`config.mk`:
```
export PLATFORM = sky130hd
export DESIGN_NAME = sha1_byte_stream_hash
export DESIGN_NICKNAME = d
export VERILOG_FILES = /design/src/hw/rtl/sha1bs_pkg.sv /design/src/hw/rtl/sha1bs_front.sv /design/src/hw/rtl/sha1bs_compress.sv /design/src/hw/rtl/sha1bs_back.sv /design/src/hw/rtl/sha1_byte_stream_hash.sv
export VERILOG_INCLUDE_DIRS = /design/src /design/src/hw/rtl
export SDC_FILE = /design/constraint.sdc
export NUM_CORES = 2
export LEC_CHECK = 0
export BUFFER_PORTS_ARGS = -buffer_cell sky130_fd_sc_hd__buf_2
export CORE_MARGIN = 4
export CORE_UTILIZATION = 44
export CTS_CLUSTER_SIZE = 16
export DETAILED_ROUTE_END_ITERATION = 8
export PLACE_DENSITY = 0.67
export SLEW_MARGIN = 20
export SYNTH_ARGS = -nofsm -noshare
export SYNTH_HDL_FRONTEND = slang
export SYNTH_SLANG_ARGS = --single-unit
```
`constraint.sdc`:
```
create_clock -name clk_i -period 22.9 [get_ports clk_i]
set_input_delay 3.435 -clock clk_i [delete_from_list [all_inputs] [get_ports clk_i]]
set_output_delay 3.435 -clock clk_i [all_outputs]
set_load 0.03 [all_outputs]
```
`src/hw/rtl/assert_macros.svh`:
```
// Assertion helpers shared by the RTL. Every module that uses them has
// clk_i and rst_ni in scope.
`ifndef ASSERT_MACROS_SVH
`define ASSERT_MACROS_SVH

// The property must hold at every clock edge outside reset.
`define ASSERT_CLK(label, prop, msg) \
  label: assert property (@(posedge clk_i) disable iff (!rst_ni) (prop)) else $error(msg);

// The condition must never be true at a clock edge outside reset.
`define ASSERT_NEVER(label, cond, msg) \
  label: assert property (@(posedge clk_i) disable iff (!rst_ni) !(cond)) else $error(msg);

`endif

```
`src/hw/rtl/sha1bs_pkg.sv`:
```
`default_nettype none

package sha1bs_pkg;

  localparam int unsigned QueueDepthDefault = 4;

  localparam logic [31:0] ShaH0 = 32'h6745_2301;
  localparam logic [31:0] ShaH1 = 32'hEFCD_AB89;
  localparam logic [31:0] ShaH2 = 32'h98BA_DCFE;
  localparam logic [31:0] ShaH3 = 32'h1032_5476;
  localparam logic [31:0] ShaH4 = 32'hC3D2_E1F0;

  // Round constants, one per group of twenty rounds.
  localparam logic [3:0][31:0] RoundK = {
    32'hCA62_C1D6, 32'h8F1B_BCDC, 32'h6ED9_EBA1, 32'h5A82_7999
  };

  localparam logic [7:0] PadMark = 8'h80;

  localparam int unsigned BlockBits = 512;
  localparam int unsigned ChainBits = 160;

  // Round function groups.
  localparam logic [1:0] FN_CHOOSE   = 2'd0;
  localparam logic [1:0] FN_PARITY   = 2'd1;
  localparam logic [1:0] FN_MAJORITY = 2'd2;
  localparam logic [1:0] FN_PARITY2  = 2'd3;

  typedef struct packed {
    logic [7:0] data_byte;
    logic       byte_valid;
    logic       last;
  } in_item_t;

  typedef struct packed {
    logic [31:0] digest_word0;
    logic [31:0] digest_word1;
    logic [31:0] digest_word2;
    logic [31:0] digest_word3;
    logic [31:0] digest_word4;
    logic        length_error;
  } out_item_t;

  // Work item kept in the queue between front and back.
  typedef struct packed {
    logic [7:0] data_byte;
    logic       has_byte;
    logic       last;
  } q_entry_t;

  // Requests from the back end to the compression unit.
  typedef struct packed {
    logic start;
    logic init;
  } cmp_req_t;

  function automatic logic [31:0] round_f(input logic [1:0] sel, input logic [31:0] b,
                                          input logic [31:0] c, input logic [31:0] d);
    logic [31:0] res;
    unique case (sel)
      FN_CHOOSE:   res = (b & c) | (~b & d);
      FN_MAJORITY: res = (b & c) | (b & d) | (c & d);
      FN_PARITY, FN_PARITY2: res = b ^ c ^ d;
      default:     res = b ^ c ^ d;
    endcase
    return res;
  endfunction

endpackage

`default_nettype wire

```
`src/hw/rtl/sha1bs_front.sv`:
```
`default_nettype none

`include "assert_macros.svh"

module sha1bs_front #(
  parameter int unsigned Depth = sha1bs_pkg::QueueDepthDefault
) (
  input  wire logic                 clk_i,
  input  wire logic                 rst_ni,
  input  wire logic                 push,
  output logic                      full,
  input  wire sha1bs_pkg::in_item_t item_i,
  output logic                      q_valid_o,
  output sha1bs_pkg::q_entry_t      q_item_o,
  input  wire logic                 q_pop_i
);

  localparam int unsigned PtrW = (Depth > 1) ? $clog2(Depth) : 1;
  localparam int unsigned CntW = $clog2(Depth + 1);

  sha1bs_pkg::q_entry_t mem_q [Depth];
  logic [PtrW-1:0] wr_ptr_q, wr_ptr_d, rd_ptr_q, rd_ptr_d;
  logic [CntW-1:0] cnt_q, cnt_d;
  logic accept, enq, deq;

  assign full      = (cnt_q == CntW'(Depth));
  assign q_valid_o = (cnt_q != '0);
  assign q_item_o  = mem_q[rd_ptr_q];

  assign accept = push && !full;
  // An item with neither a byte nor an end mark changes nothing and is dropped here.
  assign enq    = accept && (item_i.byte_valid || item_i.last);
  assign deq    = q_pop_i && q_valid_o;

  always_comb begin
    wr_ptr_d = wr_ptr_q;
    rd_ptr_d = rd_ptr_q;
    cnt_d    = cnt_q;
    if (enq) begin
      wr_ptr_d = (wr_ptr_q == PtrW'(Depth - 1)) ? '0 : wr_ptr_q + 1'b1;
    end
    if (deq) begin
      rd_ptr_d = (rd_ptr_q == PtrW'(Depth - 1)) ? '0 : rd_ptr_q + 1'b1;
    end
    if (enq && !deq) begin
      cnt_d = cnt_q + 1'b1;
    end else if (!enq && deq) begin
      cnt_d = cnt_q - 1'b1;
    end
  end

  always_ff @(posedge clk_i or negedge rst_ni) begin
    if (!rst_ni) begin
      wr_ptr_q <= '0;
      rd_ptr_q <= '0;
      cnt_q    <= '0;
    end else begin
      wr_ptr_q <= wr_ptr_d;
      rd_ptr_q <= rd_ptr_d;
      cnt_q    <= cnt_d;
    end
  end

  always_ff @(posedge clk_i) begin
    if (enq) begin
      mem_q[wr_ptr_q] <= '{data_byte: item_i.data_byte,
                           has_byte:  item_i.byte_valid,
                           last:      item_i.last};
    end
  end

  `ASSERT_CLK(front_cnt_bound, int'(cnt_q) <= int'(Depth), "queue count exceeds depth")

endmodule

`default_nettype wire

```
`src/hw/rtl/sha1bs_compress.sv`:
```
`default_nettype none

`include "assert_macros.svh"

module sha1bs_compress (
  input  wire logic                                 clk_i,
  input  wire logic                                 rst_ni,
  input  wire sha1bs_pkg::cmp_req_t                 req_i,
  input  wire logic [sha1bs_pkg::BlockBits-1:0]     block_i,
  output logic                                      busy_o,
  output logic [sha1bs_pkg::ChainBits-1:0]          chain_o
);

  localparam logic [6:0] LastRound = 7'd79;

  logic        run_q, fin_q;
  logic [6:0]  rnd_q;
  logic [31:0] a_q, b_q, c_q, d_q, e_q;
  logic [31:0] h0_q, h1_q, h2_q, h3_q, h4_q;
  logic [sha1bs_pkg::BlockBits-1:0] w_q;

  logic [1:0]  fsel;
  logic [31:0] w_t, w_new, w_mix, tmp;

  assign busy_o  = run_q || fin_q;
  assign chain_o = {h0_q, h1_q, h2_q, h3_q, h4_q};

  always_comb begin
    if (rnd_q < 7'd20) begin
      fsel = sha1bs_pkg::FN_CHOOSE;
    end else if (rnd_q < 7'd40) begin
      fsel = sha1bs_pkg::FN_PARITY;
    end else if (rnd_q < 7'd60) begin
      fsel = sha1bs_pkg::FN_MAJORITY;
    end else begin
      fsel = sha1bs_pkg::FN_PARITY2;
    end
  end

  // The window holds w[t] .. w[t+15], with w[t] in the top word.
  assign w_t   = w_q[511:480];
  assign w_mix = w_q[95:64] ^ w_q[255:224] ^ w_q[447:416] ^ w_t;
  assign w_new = {w_mix[30:0], w_mix[31]};
  assign tmp   = {a_q[26:0], a_q[31:27]} + sha1bs_pkg::round_f(fsel, b_q, c_q, d_q)
                 + e_q + w_t + sha1bs_pkg::RoundK[fsel];

  always_ff @(posedge clk_i or negedge rst_ni) begin
    if (!rst_ni) begin
      run_q <= 1'b0;
      fin_q <= 1'b0;
      rnd_q <= '0;
      h0_q  <= sha1bs_pkg::ShaH0;
      h1_q  <= sha1bs_pkg::ShaH1;
      h2_q  <= sha1bs_pkg::ShaH2;
      h3_q  <= sha1bs_pkg::ShaH3;
      h4_q  <= sha1bs_pkg::ShaH4;
    end else begin
      if (req_i.start) begin
        run_q <= 1'b1;
        rnd_q <= '0;
      end else if (run_q) begin
        if (rnd_q == LastRound) begin
          run_q <= 1'b0;
          fin_q <= 1'b1;
        end else begin
          rnd_q <= rnd_q + 1'b1;
        end
      end else if (fin_q) begin
        fin_q <= 1'b0;
        h0_q  <= h0_q + a_q;
        h1_q  <= h1_q + b_q;
        h2_q  <= h2_q + c_q;
        h3_q  <= h3_q + d_q;
        h4_q  <= h4_q + e_q;
      end else if (req_i.init) begin
        h0_q <= sha1bs_pkg::ShaH0;
        h1_q <= sha1bs_pkg::ShaH1;
        h2_q <= sha1bs_pkg::ShaH2;
        h3_q <= sha1bs_pkg::ShaH3;
        h4_q <= sha1bs_pkg::ShaH4;
      end
    end
  end

  always_ff @(posedge clk_i) begin
    if (req_i.start) begin
      a_q <= h0_q;
      b_q <= h1_q;
      c_q <= h2_q;
      d_q <= h3_q;
      e_q <= h4_q;
      w_q <= block_i;
    end else if (run_q) begin
      a_q <= tmp;
      b_q <= a_q;
      c_q <= {b_q[1:0], b_q[31:2]};
      d_q <= c_q;
      e_q <= d_q;
      w_q <= {w_q[479:0], w_new};
    end
  end

  `ASSERT_NEVER(cmp_start_busy, req_i.start && busy_o, "compression started while busy")
  `ASSERT_NEVER(cmp_init_busy, req_i.init && busy_o, "chain reinitialized while busy")
  `ASSERT_CLK(cmp_finish, run_q && rnd_q == LastRound |=> fin_q && !run_q,
              "final chain update missing after last round")

endmodule

`default_nettype wire

```
`src/hw/rtl/sha1bs_back.sv`:
```
`default_nettype none

`include "assert_macros.svh"

module sha1bs_back (
  input  wire logic                             clk_i,
  input  wire logic                             rst_ni,
  input  wire logic                             q_valid_i,
  input  wire sha1bs_pkg::q_entry_t             q_item_i,
  output logic                                  q_pop_o,
  output sha1bs_pkg::cmp_req_t                  cmp_req_o,
  output logic [sha1bs_pkg::BlockBits-1:0]      cmp_block_o,
  input  wire logic                             cmp_busy_i,
  input  wire logic [sha1bs_pkg::ChainBits-1:0] chain_i,
  output logic                                  empty,
  input  wire logic                             pop,
  output sha1bs_pkg::out_item_t                 out_item_o
);

  localparam logic [1:0] ST_RUN  = 2'd0;
  localparam logic [1:0] ST_PAD  = 2'd1;
  localparam logic [1:0] ST_DONE = 2'd2;

  localparam logic [1:0] PH_MARK = 2'd0;
  localparam logic [1:0] PH_ZERO = 2'd1;
  localparam logic [1:0] PH_LEN  = 2'd2;

  localparam logic [5:0] LastSlot   = 6'd63;
  localparam logic [5:0] LengthSlot = 6'd56;

  logic [1:0]  state_q, state_d;
  logic [1:0]  phase_q, phase_d;
  logic [2:0]  len_idx_q, len_idx_d;
  logic [5:0]  cnt_q, cnt_d;
  logic [63:0] blen_q, blen_d;
  logic        ovf_q, ovf_d;
  logic [sha1bs_pkg::BlockBits-1:0] buf_q, buf_d;
  logic        out_valid_q, out_valid_d;
  sha1bs_pkg::out_item_t out_q, out_d;

  logic        feed_en;
  logic [7:0]  feed_byte;
  logic        blocked, take_byte, load_out;
  logic [64:0] blen_sum;

  assign blen_sum    = {1'b0, blen_q} + 65'd8;
  // The byte that fills the buffer hands the block over, so the unit must be free.
  assign blocked     = (cnt_q == LastSlot) && cmp_busy_i;
  assign take_byte   = q_item_i.has_byte && !ovf_q;
  assign cmp_block_o = {buf_q[sha1bs_pkg::BlockBits-9:0], feed_byte};

  always_comb begin
    state_d   = state_q;
    phase_d   = phase_q;
    len_idx_d = len_idx_q;
    blen_d    = blen_q;
    ovf_d     = ovf_q;
    feed_en   = 1'b0;
    feed_byte = q_item_i.data_byte;
    q_pop_o   = 1'b0;
    load_out  = 1'b0;
    cmp_req_o = '0;

    unique case (state_q)
      ST_RUN: begin
        if (q_valid_i && !(take_byte && blocked)) begin
          q_pop_o = 1'b1;
          if (take_byte) begin
            feed_en = 1'b1;
            blen_d  = blen_sum[63:0];
            ovf_d   = blen_sum[64];
          end
          if (q_item_i.last) begin
            state_d   = ovf_d ? ST_DONE : ST_PAD;
            phase_d   = PH_MARK;
            len_idx_d = '0;
          end
        end
      end
      ST_PAD: begin
        if (!blocked) begin
          case (phase_q)
            PH_MARK: begin
              feed_en   = 1'b1;
              feed_byte = sha1bs_pkg::PadMark;
              phase_d   = PH_ZERO;
            end
            PH_ZERO: begin
              if (cnt_q == LengthSlot) begin
                phase_d = PH_LEN;
              end else begin
                feed_en   = 1'b1;
                feed_byte = '0;
              end
            end
            default: begin
              feed_en   = 1'b1;
              feed_byte = blen_q[{~len_idx_q, 3'b000} +: 8];
              if (len_idx_q == 3'd7) begin
                state_d = ST_DONE;
              end else begin
                len_idx_d = len_idx_q + 1'b1;
              end
            end
          endcase
        end
      end
      ST_DONE: begin
        if (!cmp_busy_i && (!out_valid_q || pop)) begin
          load_out       = 1'b1;
          cmp_req_o.init = 1'b1;
          blen_d         = '0;
          ovf_d          = 1'b0;
          state_d        = ST_RUN;
        end
      end
      default: begin
        state_d = ST_RUN;
      end
    endcase

    buf_d = buf_q;
    cnt_d = cnt_q;
    if (feed_en) begin
      buf_d = cmp_block_o;
      cnt_d = cnt_q + 1'b1;
      cmp_req_o.start = (cnt_q == LastSlot);
    end
    if (load_out) begin
      cnt_d = '0;
    end
  end

  always_comb begin
    out_valid_d = out_valid_q;
    out_d       = out_q;
    if (load_out) begin
      out_valid_d        = 1'b1;
      out_d.digest_word0 = ovf_q ? '0 : chain_i[159:128];
      out_d.digest_word1 = ovf_q ? '0 : chain_i[127:96];
      out_d.digest_word2 = ovf_q ? '0 : chain_i[95:64];
      out_d.digest_word3 = ovf_q ? '0 : chain_i[63:32];
      out_d.digest_word4 = ovf_q ? '0 : chain_i[31:0];
      out_d.length_error = ovf_q;
    end else if (pop && out_valid_q) begin
      out_valid_d = 1'b0;
    end
  end

  assign empty      = !out_valid_q;
  assign out_item_o = out_q;

  always_ff @(posedge clk_i or negedge rst_ni) begin
    if (!rst_ni) begin
      state_q     <= ST_RUN;
      phase_q     <= PH_MARK;
      len_idx_q   <= '0;
      cnt_q       <= '0;
      blen_q      <= '0;
      ovf_q       <= 1'b0;
      out_valid_q <= 1'b0;
    end else begin
      state_q     <= state_d;
      phase_q     <= phase_d;
      len_idx_q   <= len_idx_d;
      cnt_q       <= cnt_d;
      blen_q      <= blen_d;
      ovf_q       <= ovf_d;
      out_valid_q <= out_valid_d;
    end
  end

  always_ff @(posedge clk_i) begin
    buf_q <= buf_d;
    out_q <= out_d;
  end

  `ASSERT_CLK(back_err_zero, out_valid_q && out_q.length_error |->
              out_q.digest_word0 == '0 && out_q.digest_word4 == '0,
              "error result carries a nonzero digest")
  `ASSERT_NEVER(back_pad_overflow, state_q == ST_PAD && ovf_q,
                "padding entered after a length overflow")

endmodule

`default_nettype wire

```
`src/hw/rtl/sha1_byte_stream_hash.sv`:
```
// SHA-1 over a byte stream, one message after another.
// Input queue: present an item on in_item_i with push high; it transfers on
// a clock edge where push is high and full is low. byte_valid appends
// data_byte to the message, last closes the message (a byte on the same
// item is appended first).
// Result queue: while empty is low, out_item_o holds the digest of the
// oldest finished message; it transfers on an edge where pop is high.
// length_error is set, with all digest words zero, if the bit length
// reached 2^64.
// Bytes enter a 64-byte shift buffer at one per cycle, but the byte that
// fills the buffer waits while the compression unit is busy. A full block
// is handed to the compression unit, which runs 80 rounds at one per cycle
// and then the chain update while the next block fills. After last,
// padding feeds up to 72 more bytes, then one or two compressions follow;
// the digest is loaded into the output register once the last one is done.
// If pop stays low, the finished digest waits in the output register and
// the input queue keeps taking items until it fills. Reset clears the queue,
// the length and the chain value; no digest is pending after reset.
`default_nettype none

module sha1_byte_stream_hash #(
  parameter int unsigned QueueDepth = sha1bs_pkg::QueueDepthDefault
) (
  input  wire logic                  clk_i,
  input  wire logic                  rst_ni,
  input  wire logic                  push,
  output logic                       full,
  input  wire sha1bs_pkg::in_item_t  in_item_i,
  output logic                       empty,
  input  wire logic                  pop,
  output sha1bs_pkg::out_item_t      out_item_o
);

  logic                                 q_valid, q_pop;
  sha1bs_pkg::q_entry_t                 q_item;
  sha1bs_pkg::cmp_req_t                 cmp_req;
  logic [sha1bs_pkg::BlockBits-1:0]     cmp_block;
  logic                                 cmp_busy;
  logic [sha1bs_pkg::ChainBits-1:0]     chain;

  sha1bs_front #(
    .Depth(QueueDepth)
  ) u_front (
    .clk_i     (clk_i),
    .rst_ni    (rst_ni),
    .push      (push),
    .full      (full),
    .item_i    (in_item_i),
    .q_valid_o (q_valid),
    .q_item_o  (q_item),
    .q_pop_i   (q_pop)
  );

  sha1bs_compress u_compress (
    .clk_i   (clk_i),
    .rst_ni  (rst_ni),
    .req_i   (cmp_req),
    .block_i (cmp_block),
    .busy_o  (cmp_busy),
    .chain_o (chain)
  );

  sha1bs_back u_back (
    .clk_i       (clk_i),
    .rst_ni      (rst_ni),
    .q_valid_i   (q_valid),
    .q_item_i    (q_item),
    .q_pop_o     (q_pop),
    .cmp_req_o   (cmp_req),
    .cmp_block_o (cmp_block),
    .cmp_busy_i  (cmp_busy),
    .chain_i     (chain),
    .empty       (empty),
    .pop         (pop),
    .out_item_o  (out_item_o)
  );

endmodule

`default_nettype wire

```
==> run summary <==
status - completed
layout cells sized above 1 - 8.94%
Cells after DPL - 8674
Leakage Power - 33.9 nW
Area contributors post-synth - edfxtp_1 (55%), nand2_1 (10%), dfrtp_1 (5.7%)
H-tree depth - 4
largest net degree at the start of global routing - 176
Clock Sinks - 1629
RSZ-0062 raised after global routing - no
worst path required time - 23.42 ns
Hold Fails Final Rpt - 0
most instantiated cells after synthesis - nand2_1 (2038), edfxtp_1 (1377), nor2_1 (289)
GRT Util Overall - 20.9%
kind of end point of the critical path - flip-flop
Cells after Synth - 6470
Initial DRC Count - 4749
first-pass GRT wire length - 289000 um
top-count cell post-synth - nand2_1
Slew headroom - 25.0%
RR Endpoint - u_compress.a_q[30]
CTS Buffer Depth - 3
WS Path Type - reg -> reg
die width - 422 um
Boundary Pins - 177
Syn. warnings - 0
register-to-register setup slack - 15.43 ns
Final period util - 32.6%
FF-to-FF Start - u_compress.rnd_q[5]
cells on worst reg2reg path - 22
residual DRC count - 0
total negative slack - 0 ns
synthesized cell area - 75500 um^2
Min-Delay Path Class - reg -> reg
Routed WL - 189000 um
total gr overflow - 0
asr flop ratio synth - 15.5%
final-stage net count - 7002
hold path start - u_back.buf_q[164]
placed cell area - 78600 um^2
Vias - 48400
fin. max-slew vios - 0
Post-synth EDFFs - 1377
Rows - 151
wire per inst - 21.0 um
core region area - 170000 um^2
Worst VDD drop - 0.000127 V
Final Wtd Congestion - 0.959
Yosys cell types - 84
Initial Util - 44.4%
top_reg_cell synth - edfxtp_1
DRT antenna net count - 0
cts-stage hold buffer count - 0
Clock Latency Late Sink - 0.83 ns
post-synthesis sequential area ratio - 63.2%
Post-CTS Setup Inserts - 0
Non-Filler Instances - 8990
worst slew pin tran - 1.12 ns
Via-to-Cell Ratio - 5.39
total die area - 178000 um^2
Clock Pin Slew Worst Setup and Hold Paths - 0.06 ns
DR pass1 iterations - 5
post-synth top area share - 54.8%
fin util - 49.5%
initial antenna violation count - 4
dpl hpwl - 128000 um
largest fanout on the critical path - 34
number of global-route vias before repair - 47400
port bufs - 176
dpl ws - 15.56 ns
worst setup margin - 15.43 ns
Post-CTS Resized - 0
Critical Path Source - u_compress.rnd_q[5]
CTS Buf Count - 170
f_max - 134 MHz
CTS Root Cell - clkbuf_16
Tmin final - 7.47 ns
die height - 422 um
Hold Path Depth - 0
Fillers - 15000
setup violators final - 0
clk_skew - 0.0443 ns
area grow syn2layout - 11.4%
Net Count, Synth - 6844
largest area contributor in the synthesized netlist - edfxtp_1
Power, Total - 12.3 mW
PwrDens - 146 nW/um^2
Setup crit start kind - flip-flop
CP Data Arrival Time - 7.99 ns
WHS - 0.430 ns
flops & latches, synth - 1629
Max Cap Viol - 0
Post-Syn Area per Cell - 11.7 um^2
design area - 84100 um^2
Worst Hold Path EP - u_back.buf_q[172]
CTS tree - done
metal layers:
layer / global-route usage [%] / up-vias / share of wire (%)
li1: - / 22700 / -
met1: 28.3 / 24100 / 43
met2: 33.4 / 1391 / 47
met3: 3.37 / 329 / 5.5
met4: 9.39 / 2 / 4.5
met5: 0 / - / 0.0053
registers in the layout (all words and copies together), names as in the netlist, 40 cells and up:
register / cells
u_back.blen_q: 61
u_compress.w_q: 512
u_front.mem_q: 40
u_back.buf_q: 504
u_back.out_item_o: 161
critical path, cell delays in order (launching register included):
cell	delay, ns
dfrtp_1	0.44
o21ai_0	0.18
nor3_1	0.77
clkinv_1	0.24
buf_4	0.34
o32ai_1	0.19
nor2_1	0.12
fa_1	0.50
fa_1	0.50
inv_1	0.05
fa_1	0.53
inv_1	0.06
ha_1	0.26
a21o_1	0.18
a21o_1	0.21
a211oi_1	0.53
o2111ai_1	0.24
a31oi_1	0.72
o21bai_1	0.23
or4_1	0.44
a31oi_1	0.21
xor2_1	0.15
o21ai_0	0.08
layout by cell type, fill, tap and decap left out, types with 175 or more instances in the layout:
| cell type | Yosys | layout |
|---|---|---|
| edfxtp_1 | 1377 | 1377 |
| xnor2_1 | 178 | 178 |
| o21ai_0 | 269 | 267 |
| inv_1 | 234 | 233 |
| nand2_1 | 2038 | 2037 |
| nor2_1 | 289 | 289 |
| buf_2 | 74 | 175 |
| nor2b_1 | 203 | 203 |
| ha_1 | 234 | 234 |
| a21oi_1 | 231 | 231 |
logic make-up (layout without fill, tap and decap cells):
logic type | Yosys count | in the layout | synth area share, %
multiplexers | 38 | 38 | 0.890
AND/OR/NAND/NOR | 2808 | 2808 | 15.5
buffers and inverters | 477 | 778 | 2.52
other | 0 | 1 | 0
AO/OA/AOI/OAI | 849 | 849 | 7.04
adder cells (fa/ha/maj) | 360 | 360 | 7.22
flip-flops | 1629 | 1629 | 63.2
XOR/XNOR | 309 | 309 | 3.58
how the worst max path moves through the flow:
| stage | endpoint | cells after the start |
|---|---|---|
| after floorplan | u_compress.a_q[0] | 9 |
| final | u_compress.a_q[30] | 22 |
| after global placement | u_compress.a_q[30] | 22 |
| after CTS | u_compress.a_q[30] | 22 |
| after global routing | u_compress.a_q[30] | 22 |
| after detailed placement | u_compress.a_q[30] | 22 |
area by class of cell:
| type | instances | area (um^2) | share of cell area [%] |
|---|---|---|---|
| clock buffers | 222 | 4510 | 5.36 |
| repair buffers | 226 | 1320 | 1.56 |
| flip-flops and latches | 1629 | 47800 | 56.8 |
| diodes | 1 | 2.50 | 0.00298 |
| multi-input cells | 4364 | 25900 | 30.8 |
| clock inverters | 93 | 960 | 1.14 |
| well taps | 2218 | 2780 | 3.30 |
| inverters | 237 | 903 | 1.07 |
report_power, final:
group	internal, mW	switching (mW)	total [mW]
clock network	1.53	1.19	2.72
registers	4.58	0.614	5.20
logic	1.64	2.70	4.34
total	7.75	4.51	12.3
Power figures use the tool's default switching activity.
